File: config.mk
export PLATFORM = sky130hd
export DESIGN_NAME = keypad_code_lock_with_lockout
export DESIGN_NICKNAME = d
export VERILOG_FILES = /design/src/kcl_pkg.sv /design/src/kcl_cfg_regs.sv /design/src/kcl_lock_core.sv /design/src/keypad_code_lock_with_lockout.sv
export SDC_FILE = /design/constraint.sdc
export NUM_CORES = 1
export LEC_CHECK = 0
export ABC_CLOCK_PERIOD_IN_PS = 4300
export BUFFER_PORTS_ARGS = -buffer_cell sky130_fd_sc_hd__buf_2
export CELL_PAD_IN_SITES_DETAIL_PLACEMENT = 1
export CELL_PAD_IN_SITES_GLOBAL_PLACEMENT = 2
export CORE_AREA = 10 10 161 163
export DETAILED_ROUTE_END_ITERATION = 8
export DIE_AREA = 0 0 171 173
export GPL_ROUTABILITY_DRIVEN = 0
export PLACE_DENSITY_LB_ADDON = 0.1
export SLEW_MARGIN = 20
export SYNTH_ARGS = -nofsm -noshare
export SYNTH_HDL_FRONTEND = slang
export SYNTH_SLANG_ARGS = --single-unit
export TNS_END_PERCENT = 100
File: constraint.sdc
create_clock -name clk -period 4.3 [get_ports clk]
set_input_delay 0.43 -clock clk [delete_from_list [all_inputs] [get_ports clk]]
set_output_delay 0.43 -clock clk [all_outputs]
set_load 0.005 [all_outputs]
File: src/kcl_pkg.sv
// Package for the keypad code lock: code length, register indexes, reset values
// and the structs passed between the config block, the lock core and the top level.
// No dependencies.
`timescale 1ns / 1ps
package kcl_pkg;

  localparam int CODE_LEN = 6;
  localparam int DIGIT_W  = 4;
  localparam int CODE_W   = 24;
  localparam int POS_W    = 3;
  localparam int MISS_W   = 4;
  localparam int LTMR_W   = 16;
  localparam int BTMR_W   = 12;
  localparam int OTMR_W   = 16;
  localparam int CFG_IDX_W  = 3;
  localparam int CFG_DATA_W = 24;

  localparam logic [CFG_IDX_W-1:0] REG_SECRET_CODE   = 3'd0;
  localparam logic [CFG_IDX_W-1:0] REG_MISS_LIMIT    = 3'd1;
  localparam logic [CFG_IDX_W-1:0] REG_LOCKOUT_TICKS = 3'd2;
  localparam logic [CFG_IDX_W-1:0] REG_BLINK_TICKS   = 3'd3;
  localparam logic [CFG_IDX_W-1:0] REG_OPEN_TICKS    = 3'd4;

  localparam logic OP_KEY  = 1'b0;
  localparam logic OP_TICK = 1'b1;

  localparam logic [CODE_W-1:0] RST_SECRET_CODE   = 24'h321CBA;
  localparam logic [MISS_W-1:0] RST_MISS_LIMIT    = 4'd3;
  localparam logic [LTMR_W-1:0] RST_LOCKOUT_TICKS = 16'd10000;
  localparam logic [BTMR_W-1:0] RST_BLINK_TICKS   = 12'd300;
  localparam logic [OTMR_W-1:0] RST_OPEN_TICKS    = 16'd4000;

  typedef struct packed {
    logic [CODE_W-1:0] secret_code;
    logic [MISS_W-1:0] miss_limit;
    logic [LTMR_W-1:0] lockout_ticks;
    logic [BTMR_W-1:0] blink_ticks;
    logic [OTMR_W-1:0] open_ticks;
  } kcl_cfg_t;

  typedef struct packed {
    logic              door_open;
    logic              locked_out;
    logic              alarm_on;
    logic [POS_W-1:0]  entered_count;
    logic [MISS_W-1:0] miss_count;
    logic              code_accepted;
    logic              key_rejected;
    logic              key_taken;
  } kcl_res_t;

endpackage

File: src/kcl_cfg_regs.sv
// Configuration register file of the keypad code lock.
// Depends on kcl_pkg.
`timescale 1ns / 1ps
module kcl_cfg_regs import kcl_pkg::*; (
  input  logic                  clk,
  input  logic                  rst_n,
  input  logic                  cfg_valid,
  output logic                  cfg_ready,
  input  logic [CFG_IDX_W-1:0]  cfg_index,
  input  logic [CFG_DATA_W-1:0] cfg_data,
  output kcl_cfg_t              cfg
);

  kcl_cfg_t cfg_r;

  assign cfg_ready = 1'b1;
  assign cfg     = cfg_r;

  always_ff @(posedge clk) begin
    if (!rst_n) begin
      cfg_r.secret_code   <= RST_SECRET_CODE;
      cfg_r.miss_limit    <= RST_MISS_LIMIT;
      cfg_r.lockout_ticks <= RST_LOCKOUT_TICKS;
      cfg_r.blink_ticks   <= RST_BLINK_TICKS;
      cfg_r.open_ticks    <= RST_OPEN_TICKS;
    end else if (cfg_valid) begin
      case (cfg_index)
        REG_SECRET_CODE:   cfg_r.secret_code   <= cfg_data[CODE_W-1:0];
        REG_MISS_LIMIT:    cfg_r.miss_limit    <= cfg_data[MISS_W-1:0];
        REG_LOCKOUT_TICKS: cfg_r.lockout_ticks <= cfg_data[LTMR_W-1:0];
        REG_BLINK_TICKS:   cfg_r.blink_ticks   <= cfg_data[BTMR_W-1:0];
        REG_OPEN_TICKS:    cfg_r.open_ticks    <= cfg_data[OTMR_W-1:0];
        default: ;
      endcase
    end
  end

endmodule

File: src/kcl_lock_core.sv
// Lock state and single-pass update logic: entry position, misses, door and lockout timers.
// Depends on kcl_pkg; driven from the input stage of the top level.
`timescale 1ns / 1ps
module kcl_lock_core import kcl_pkg::*; (
  input  logic               clk,
  input  logic               rst_n,
  input  logic               fire,
  input  logic               op,
  input  logic [DIGIT_W-1:0] key_code,
  input  kcl_cfg_t           cfg,
  output kcl_res_t           res_nxt
);

  logic [POS_W-1:0]  pos_r, pos_nxt;
  logic [MISS_W-1:0] misses_r, misses_nxt;
  logic              lock_r, lock_nxt;
  logic [LTMR_W-1:0] lock_tmr_r, lock_tmr_nxt;
  logic [BTMR_W-1:0] blink_tmr_r, blink_tmr_nxt;
  logic              phase_r, phase_nxt;
  logic              door_r, door_nxt;
  logic [OTMR_W-1:0] open_tmr_r, open_tmr_nxt;

  logic [DIGIT_W*8-1:0] code_ext;
  logic [DIGIT_W-1:0]   want;
  logic [POS_W:0]       pos_inc;
  logic [MISS_W-1:0]    miss_sat;
  logic [LTMR_W-1:0]    elapsed;
  logic [BTMR_W-1:0]    blink_inc;
  logic                 accepted, rejected, taken;

  assign code_ext  = {{(DIGIT_W*8-CODE_W){1'b0}}, cfg.secret_code};
  assign want      = code_ext[{pos_r, 2'b00} +: DIGIT_W];
  assign pos_inc   = {1'b0, pos_r} + 1'b1;
  assign miss_sat  = (misses_r == {MISS_W{1'b1}}) ? misses_r : misses_r + 1'b1;
  assign elapsed   = (lock_tmr_r == {LTMR_W{1'b1}}) ? lock_tmr_r : lock_tmr_r + 1'b1;
  assign blink_inc = (blink_tmr_r == {BTMR_W{1'b1}}) ? blink_tmr_r : blink_tmr_r + 1'b1;

  always_comb begin
    pos_nxt       = pos_r;
    misses_nxt    = misses_r;
    lock_nxt      = lock_r;
    lock_tmr_nxt  = lock_tmr_r;
    blink_tmr_nxt = blink_tmr_r;
    phase_nxt     = phase_r;
    door_nxt      = door_r;
    open_tmr_nxt  = open_tmr_r;
    accepted      = 1'b0;
    rejected      = 1'b0;
    taken         = 1'b0;
    if (op == OP_KEY) begin
      if (!door_r && !lock_r) begin
        taken = 1'b1;
        if (key_code == want) begin
          if (pos_inc >= (POS_W+1)'(CODE_LEN)) begin
            pos_nxt      = '0;
            door_nxt     = 1'b1;
            open_tmr_nxt = cfg.open_ticks;
            accepted     = 1'b1;
          end else begin
            pos_nxt = pos_inc[POS_W-1:0];
          end
        end else begin
          rejected   = 1'b1;
          pos_nxt    = '0;
          misses_nxt = miss_sat;
          if (miss_sat >= cfg.miss_limit) begin
            lock_nxt      = 1'b1;
            lock_tmr_nxt  = '0;
            blink_tmr_nxt = '0;
            phase_nxt     = 1'b0;
          end
        end
      end
    end else begin
      if (door_r) begin
        if (open_tmr_r <= OTMR_W'(1)) begin
          open_tmr_nxt = '0;
          door_nxt     = 1'b0;
          misses_nxt   = '0;
          pos_nxt      = '0;
        end else begin
          open_tmr_nxt = open_tmr_r - 1'b1;
        end
      end else if (lock_r) begin
        lock_tmr_nxt = elapsed;
        if (elapsed >= cfg.lockout_ticks) begin
          lock_nxt      = 1'b0;
          lock_tmr_nxt  = '0;
          blink_tmr_nxt = '0;
          phase_nxt     = 1'b0;
          misses_nxt    = '0;
          pos_nxt       = '0;
        end else if (blink_inc >= cfg.blink_ticks) begin
          phase_nxt     = !phase_r;
          blink_tmr_nxt = '0;
        end else begin
          blink_tmr_nxt = blink_inc;
        end
      end
    end
    res_nxt.door_open     = door_nxt;
    res_nxt.locked_out    = lock_nxt;
    res_nxt.alarm_on      = lock_nxt && phase_nxt;
    res_nxt.entered_count = pos_nxt;
    res_nxt.miss_count    = misses_nxt;
    res_nxt.code_accepted = accepted;
    res_nxt.key_rejected  = rejected;
    res_nxt.key_taken     = taken;
  end

  always_ff @(posedge clk) begin
    if (!rst_n) begin
      pos_r       <= '0;
      misses_r    <= '0;
      lock_r      <= 1'b0;
      lock_tmr_r  <= '0;
      blink_tmr_r <= '0;
      phase_r     <= 1'b0;
      door_r      <= 1'b0;
      open_tmr_r  <= '0;
    end else if (fire) begin
      pos_r       <= pos_nxt;
      misses_r    <= misses_nxt;
      lock_r      <= lock_nxt;
      lock_tmr_r  <= lock_tmr_nxt;
      blink_tmr_r <= blink_tmr_nxt;
      phase_r     <= phase_nxt;
      door_r      <= door_nxt;
      open_tmr_r  <= open_tmr_nxt;
    end
  end

endmodule

File: src/keypad_code_lock_with_lockout.sv
// Top level of the six-digit keypad code lock with lockout alarm.
// Depends on kcl_pkg, kcl_cfg_regs and kcl_lock_core.
//
// Usage:
//   in_*  : one request per key press (in_op = 0, in_key_code) or timer tick (in_op = 1).
//   out_* : exactly one result per request, showing the lock state after that request,
//           plus the code_accepted / key_rejected / key_taken pulses.
//   cfg_* : register writes (secret code, miss limit, lockout, blink and open ticks),
//           taken every cycle; write only while no request is in flight.
// Path: an accepted request is held in the input register, then its result is
// loaded into the result register once that register is free; the update logic
// between the two registers is one pass.
// Throughput: one request per cycle, sustained while out_ready is high.
// Reset: rst_n low clears lock state, door closed, no lockout; registers take
// their default values; no result is pending.
// Stall: while out_ready is low the result register holds; one more request
// waits in the input register, after which in_ready drops until the result
// is taken.
`timescale 1ns / 1ps
module keypad_code_lock_with_lockout import kcl_pkg::*; (
  input  logic                  clk,
  input  logic                  rst_n,
  input  logic                  in_valid,
  output logic                  in_ready,
  input  logic                  in_op,
  input  logic [DIGIT_W-1:0]    in_key_code,
  output logic                  out_valid,
  input  logic                  out_ready,
  output logic                  out_door_open,
  output logic                  out_locked_out,
  output logic                  out_alarm_on,
  output logic [POS_W-1:0]      out_entered_count,
  output logic [MISS_W-1:0]     out_miss_count,
  output logic                  out_code_accepted,
  output logic                  out_key_rejected,
  output logic                  out_key_taken,
  input  logic                  cfg_valid,
  output logic                  cfg_ready,
  input  logic [CFG_IDX_W-1:0]  cfg_index,
  input  logic [CFG_DATA_W-1:0] cfg_data
);

  kcl_cfg_t           cfg;
  kcl_res_t           res_nxt, res_r;
  logic               stage_valid_r;
  logic               stage_op_r;
  logic [DIGIT_W-1:0] stage_key_r;
  logic               out_valid_r;
  logic               out_free;
  logic               stage_go;

  assign out_free = !out_valid_r || out_ready;
  assign stage_go = stage_valid_r && out_free;
  assign in_ready = !stage_valid_r || stage_go;

  kcl_cfg_regs u_cfg (
    .clk       (clk),
    .rst_n     (rst_n),
    .cfg_valid (cfg_valid),
    .cfg_ready (cfg_ready),
    .cfg_index (cfg_index),
    .cfg_data  (cfg_data),
    .cfg       (cfg)
  );

  kcl_lock_core u_core (
    .clk      (clk),
    .rst_n    (rst_n),
    .fire     (stage_go),
    .op       (stage_op_r),
    .key_code (stage_key_r),
    .cfg      (cfg),
    .res_nxt  (res_nxt)
  );

  always_ff @(posedge clk) begin
    if (!rst_n) begin
      stage_valid_r <= 1'b0;
      out_valid_r   <= 1'b0;
    end else begin
      if (in_ready) begin
        stage_valid_r <= in_valid;
      end
      if (out_free) begin
        out_valid_r <= stage_valid_r;
      end
    end
  end

  always_ff @(posedge clk) begin
    if (in_valid && in_ready) begin
      stage_op_r  <= in_op;
      stage_key_r <= in_key_code;
    end
    if (stage_go) begin
      res_r <= res_nxt;
    end
  end

  assign out_valid         = out_valid_r;
  assign out_door_open     = res_r.door_open;
  assign out_locked_out    = res_r.locked_out;
  assign out_alarm_on      = res_r.alarm_on;
  assign out_entered_count = res_r.entered_count;
  assign out_miss_count    = res_r.miss_count;
  assign out_code_accepted = res_r.code_accepted;
  assign out_key_rejected  = res_r.key_rejected;
  assign out_key_taken     = res_r.key_taken;

  a_open_xor_lockout: assert property (@(posedge clk) disable iff (!rst_n)
    out_valid |-> !(out_door_open && out_locked_out))
    else $error("door open during lockout");

  a_accept_opens: assert property (@(posedge clk) disable iff (!rst_n)
    (out_valid && out_code_accepted) |-> (out_door_open && out_key_taken
                                          && (out_entered_count == '0)))
    else $error("accepted code did not open the door");

  a_reject_taken: assert property (@(posedge clk) disable iff (!rst_n)
    (out_valid && out_key_rejected) |-> (out_key_taken && !out_code_accepted
                                         && (out_entered_count == '0)))
    else $error("rejected key inconsistent");

  a_alarm_in_lockout: assert property (@(posedge clk) disable iff (!rst_n)
    (out_valid && out_alarm_on) |-> out_locked_out)
    else $error("alarm outside lockout");

endmodule

==> summary.md, run 1 <==
| Metric | Value |
|---|---|
| Critical Path RT | between 4 and 5 ns |
| Root Buffer | clkbuf_16 |
| RSZ-0062 raised after global routing | no |
| Routed Antenna Nets | 0 |
| Final instance area | about 0.0094 sq mm |
| # rows | 55 |
| Die Y | approximately 170 um |
| Core area | around 0.023 sq mm |
| Final hold viol count | 0 |
| Die W | around 170 um |
| CTS tree | done |
| Post-synth EDFFs | 18 |
| Initial Util | 0.366 |
| Max Slew Vio Count | 0 |
| Finish-stage setup viols | 0 |
| Diode count | 0 |
| IO Pins | 53 |
| Share of the synthesized area in the top cell type | 0.310 |
| Period utilisation layout | 0.938 |
| Cell Pwr Density | about 330 mW/mm^2 |
| Number of global-route vias before repair | about 7500 |
| Post-Syn Nets | 1083 |
| Worst setup path class | reg -> reg |
| Ys Warns | 0 |
| Final HPWL DP | 19.3 mm |
| Largest net degree at the start of global routing | 76 |
| Final Net Count | 1121 |
| PortBufs | 51 |
| DRT Pass-1 Iters | 5 |
| Final WL | 27.4 mm |
| Most frequent cells after synthesis | nand2_1, dfxtp_1, a21oi_1 |
| Clk sinks | about 150 |
| CP Capture Type | flop |
| Number of max-cap violations | 0 |
| Hold_buf cts | 0 |
| Syn avg cell area | ~8.2 sq um |
| Post-synth top area cell | dfxtp_1 |
| Synth unique cells | 80 |
| Synth top area cells | dfxtp_1, nand2_1, edfxtp_1, ha_1, a21oi_1 |
| Vias | 7481 |
| Clk Latency, worst-skew pair | 0.43 ns |
| Max Fclk | around 250 MHz |
| WL/cell | ~20 um |
| Setup TNS | 0 ns |
| Outcome | complete, no violations |
| Cell Area, Placed | 0.00880 sq mm |
| Final min period | 4.03 ns |
| Vias/cell | around 5.6 |
| #FFs+latches synth | ~150 |
| Mapped Cells | roughly 1000 |
| Worst clock skew | 0.0125 ns |
| Iteration-0 DRC count of the detailed router | 442 |
| Lkg Pwr | around 3.6 nW |
| CTS Buf Count | 17 |
| Most numerous cell in the Yosys netlist | nand2_1 |
| Ys async rst share | 0 |
| Initial antenna violation count | 0 |
| Post-synthesis sequential area ratio | 0.376 |
| Clk buf depth | 2 |
| GRT Overall Usage | 0.188 |
| Worst-path clk slew | about 0.07 ns |
| HP Class | in -> reg |
| Area Growth Syn to Fin | 14.2% |
| Slew HR | 0.350 |
| Share of layout cells above drive strength 1 | 0.147 |
| Max Fanout on Critical Path | 9 |
| Total grt overflow | 0 |
| Prevailing post-synth register cell | dfxtp_1 |
| First-pass GRT wire length | ~44 mm |
| H-tree depth | 4 |
| Final Hold Slack | 0.171 ns |
| CP Launch Type | flop |
| Die area | 0.0296 sq mm |
| DRC Markers | 0 |
| Max VDD drop | between 0.2 and 0.25 mV |
| WP data arrival | 4.20 ns |
| Mapped cell area | between 0.008 and 0.009 sq mm |
| Slew @ Worst Pin | just under 1 ns |
where the power goes:
part           total (mW)  internal [mW]  switching, mW
clock                1.45          0.786          0.665
combinational       0.248         0.0770          0.171
sequential           1.43           1.41         0.0171
total                3.12           2.27          0.854
kinds of logic after synthesis:
group,synth area share
flops,0.376
buf+inv,0.0565
other cells,0.000454
mux,0.0277
simple gates,0.217
compound gates,0.229
fa+ha+maj,0.0591
xor+xnor,0.0350
repair_timing:
| item | CTS | global route |
|---|---|---|
| pin swaps | 0 | 3 |
| resized for setup | 1 | 12 |
| setup buffers | 0 | 3 |
| setup endpoints to repair | 3 | 8 |
worst max-delay path: stages (launching register included):
cell and delay (ns):
dfxtp_2 0.39, ha_2 0.22, and2_1 0.19, nand3_2 0.12
nor3_2 0.18, buf_4 0.21, nor3_1 0.08, xor2_1 0.20
ha_1 0.33, nand4_1 0.13, or3_1 0.32, o32a_1 0.39
and3b_2 0.28, o211ai_1 0.30, a21boi_4 0.32, o22ai_1 0.11
per-layer routing:
layer  up-vias  GRT usage  part of all wire
li1       3697          -                 -
met1      3656      0.273              0.51
met2       111      0.281              0.45
met3        17     0.0351             0.033
met4         0     0.0410             0.010
met5         -          0                 0
sequential cells by signal, summed over array words and instances, names as in the netlist, 3 cells and up:
signal / cells
u_cfg.cfg: 72
u_core.lock_tmr_r: 16
u_core.open_tmr_r: 16
u_core.blink_tmr_r: 12
out_miss_count: 4
stage_key_r: 4
u_core.misses_r: 4
out_entered_count: 3
u_core.pos_r: 3
area by class of cell:
cell class	count	area (sq um)
fill	2757	13100
clock buffer	20	458
inverter	56	210
tap	285	357
multi-input combinational	745	4740
sequential	146	3110
timing repair buffer	79	465
clock inverter	12	97.6
layout by cell type (no fill, tap or decap), types with 15 or more instances in the layout:
cell	netlist	routed
a21oi_1	84	84
a31oi_1	17	17
and3_1	15	15
buf_2	4	51
buf_4	3	28
clkbuf_16	0	18
dfxtp_1	128	125
edfxtp_1	18	18
ha_1	39	38
inv_1	55	54
mux2i_1	15	15
nand2_1	186	186
nand3_1	48	47
nor2_1	52	51
nor3_1	21	20
o21ai_0	24	24
xnor2_1	26	26
through the flow:
step                instances   util  power, mW  worst slack [ns]
floorplan                1007      -       1.60             0.306
global placement         1308  0.390       1.70             0.153
detailed placement       1308  0.390       1.71            0.0229
CTS                      1340  0.415       3.17            0.0931
global route             1343  0.418       3.25            0.0120
finish                   1343  0.418       3.12             0.267
final timing paths:
kind                                      from                     endpoint  slack (ns)  cells past startpoint
min                             in_key_code[2]     stage_key_r[2]$_DFFE_PP_        0.17                      1
max          u_core.lock_tmr_r[0]$_SDFFE_PN0P_  out_miss_count[2]$_DFFE_PP_        0.27                     15
max reg2reg  u_core.lock_tmr_r[0]$_SDFFE_PN0P_  out_miss_count[2]$_DFFE_PP_        0.27                     15
min reg2reg         u_cfg.cfg[34]$_SDFFE_PN0P_   u_cfg.cfg[34]$_SDFFE_PN0P_        0.45                      2
Power figures use the tool's default switching activity.
==> run 2: changes to the inputs <==
Settings changed: ABC_CLOCK_PERIOD_IN_PS 4300 to 4200.
Clock period 4.3 ns to 4.2 ns, I/O delays scaled along.
==> run 2 against run 1 <==
Combinational power grew 2%. Register-to-register slack worse by 0.04 ns. First-iteration DRC count rose by 2.0%. Routed wire length fell by 0.49%. Sequential power about the same. Count of clock-buffer cells in the layout shrank 2. Setup slack worse by 0.043 ns. Critical path type unchanged. Largest cell class unchanged. Largest power group unchanged. Highest routed layer unchanged.
==> summary.md, run 2 (synthesis results as in run 1) <==
| Metric | Value |
|---|---|
| Outcome | complete, no violations |
| Number of max-cap violations | 0 (unchanged) |
| Worst Path Buf+Inv | 1 (unchanged) |
| Final HPWL DP | 19.6 mm (+1.6%) |
| Fillcell total | 2695 (-2.2%) |
| First-pass GRT wire length | 43.7 mm (-1.0%) |
| Root Buffer | clkbuf_16 |
| Vias | 7470 (-0.15%) |
| CP Capture Type | flop |
| WP data arrival | 4.15 ns (-0.05 ns) |
| DRC Markers | 0 (unchanged) |
| Max VDD drop | 0.244 mV (+19%) |
| Slew HR | 0.398 (+0.0481) |
| Setup TNS | 0 ns (unchanged) |
| Total grt overflow | 0 (unchanged) |
| Die area | 0.0296 sq mm (unchanged) |
| Final WL | 27.2 mm (-0.49%) |
| Final hold viol count | 0 (unchanged) |
| CP Launch Type | flop |
| Max Fanout on Critical Path | 9 (unchanged) |
| Final Net Count | 1127 (+0.54%) |
| Vias/cell | 5.53 (-0.66%) |
| Commonest cells after routing, fill and taps aside | nand2_1, dfxtp_1, a21oi_1, inv_1 |
| Clk sinks | 146 (unchanged) |
| Clk buf depth | 2 (unchanged) |
| Worst setup path class | reg -> reg |
| Metal3 WL | 889 um (-1.6%) |
| Final min period | 3.98 ns (-0.0570 ns) |
| Core area | 0.0226 sq mm (unchanged) |
| Setup WS pre-CTS | 0.0833 ns (+0.0604 ns) |
| R2R cell count | 14 (-1) |
| Finished Core Util | 0.422 (+0.00427) |
| Top delay family on crit path | simple AND/OR/NAND/NOR gates |
| Critical Path RT | 4.38 ns (-0.09 ns) |
| Max Fclk | 252 MHz (+1.4%) |
| Die W | 171 um (unchanged) |
| Lkg Pwr | 3.70 nW (+1.5%) |
| WL/cell | 20.2 um (-1.0%) |
| Share of layout cells above drive strength 1 | 0.157 (+0.00951) |
| Worst-path clk slew | 0.07 ns (about the same) |
| Cell Pwr Density | 344 mW/mm^2 (+3.9%) |
| H-tree depth | 4 (unchanged) |
| Most frequent CP cell | nand4_1 |
| Routed Antenna Nets | 0 (unchanged) |
| Finish-stage setup viols | 0 (unchanged) |
| Initial Util | 0.366 (unchanged) |
| # rows | 55 (unchanged) |
| IO Pins | 53 (unchanged) |
| Largest net degree at the start of global routing | 46 (-39%) |
| CTS Buf Count | 17 (unchanged) |
| Commonest non-fill, non-tap cell in the layout | nand2_1 |
| GRT Overall Usage | 0.186 (-0.00294) |
| Crit. Startpoint | u_core.lock_tmr_r[9]$_SDFFE_PN0P_ |
| Period utilisation layout | 0.947 (+0.00875) |
| Worst clock skew | 0.00935 ns (-0.00313 ns) |
| Iteration-0 DRC count of the detailed router | 451 (+2.0%) |
| Levels on crit path | 14 (-1) |
| Die Y | 173 um (unchanged) |
| Metal-1 WL | 14.4 mm (+3.6%) |
| CP peak stage delay | 0.40 ns (about the same) |
| Hold Path Origin | in_key_code[0] |
| CTS tree | done |
| Area Growth Syn to Fin | 15.4% |
| Max Slew Vio Count | 0 (unchanged) |
| Initial antenna violation count | 0 (unchanged) |
| Metal2 WL | 11.7 mm (-4.5%) |
| Max reg flops | 72 (unchanged) |
| Hold_buf cts | 0 (unchanged) |
| Worst path cell trace | nand4_1, or2_2, nor3_2, buf_4, nor3_1, xor2_1, ha_1, nand4_1, or3_1, o32a_1, and3b_2, o211ai_1, a21boi_4, o22ai_1 |
| Slew @ Worst Pin | 0.902 ns (-0.0734 ns) |
| HP Class | in -> reg |
| PortBufs | 51 (unchanged) |
| Slowest CP cell | o32a_1 |
| Uppermost routed layer | met4 |
| DRT Pass-1 Iters | 4 (-1) |
| Number of global-route vias before repair | 7532 (+0.61%) |
| Worst hold path cell count | 1 (unchanged) |
| Worst r2r src | u_core.lock_tmr_r[9]$_SDFFE_PN0P_ |
| Worst setup margin | 0.224 ns (-0.0430 ns) |
| Clk Latency, worst-skew pair | 0.43 ns (about the same) |
==> run 2: changes by cell type in the layout (fill, tap and decap cells not counted), sizes merged <==
cell	delta
bufinv	+1
clkinvlp	-1
clkinv	+1
inv	+1
buf	+6
diode	+1
clkbuf	-2
==> run 2: routing by layer <==
metal / up-vias / GRT usage
li1: 3722 / -
met1: 3623 / 0.277
met2: 107 / 0.271
met3: 18 / 0.0335
met4: 0 / 0.0344
met5: - / 0
==> run 2: cell type report <==
type | instances | area, sq um | share of cell area
sequential | 146 | 3110 | 0.326
inverter | 56 | 210 | 0.0221
clock inverter | 14 | 143 | 0.0150
multi-input combinational | 745 | 4750 | 0.498
timing repair buffer | 85 | 510 | 0.0536
clock buffer | 18 | 450 | 0.0473
antenna | 1 | 2.50 | 0.000263
tap | 285 | 357 | 0.0374
==> run 2: worst register-to-register path, stage by stage, from the launching register on <==
cell and delay (ns):
dfxtp_2 0.39, nand4_1 0.23, or2_2 0.38, nor3_2 0.11
buf_4 0.20, nor3_1 0.08, xor2_1 0.18, ha_1 0.30
nand4_1 0.11, or3_1 0.35, o32a_1 0.40, and3b_2 0.29
o211ai_1 0.28, a21boi_4 0.31, o22ai_1 0.12
==> run 2: stage by stage <==
| step | instances | hold WS (ns) | power (mW) | cell area [sq um] |
|---|---|---|---|---|
| final | 1350 | 0.164 | 3.28 | 9530 |
| after global routing | 1349 | 0.137 | 3.40 | 9530 |
| after global placement | 1314 | 0.442 | 1.74 | 8850 |
| after CTS | 1346 | 0.145 | 3.32 | 9450 |
| after detailed placement | 1314 | 0.449 | 1.75 | 8850 |
| after floorplan | 1007 | 0.434 | 1.64 | 8260 |
==> run 2: final timing paths <==
path              slack (ns)                          end
hold reg to reg         0.46   u_cfg.cfg[34]$_SDFFE_PN0P_
setup / recovery        0.22  out_miss_count[1]$_DFFE_PP_
setup reg to reg        0.22  out_miss_count[1]$_DFFE_PP_
hold / removal          0.16     stage_key_r[0]$_DFFE_PP_
==> run 2: repair_timing <==
item / 4_1_cts / 5_1_grt
setup endpoints to repair: 3 / 26
buffers inserted: 0 / 3
pin swaps: 0 / 3
gates resized for setup: 1 / 16
==> run 2: report_power, final <==
group	internal [mW]	switching, mW	leakage, nW	total, mW
sequential	1.44	0.0181	1.21	1.46
clock	0.871	0.696	0.287	1.57
combinational	0.0802	0.174	2.20	0.254
total	2.39	0.888	3.70	3.28
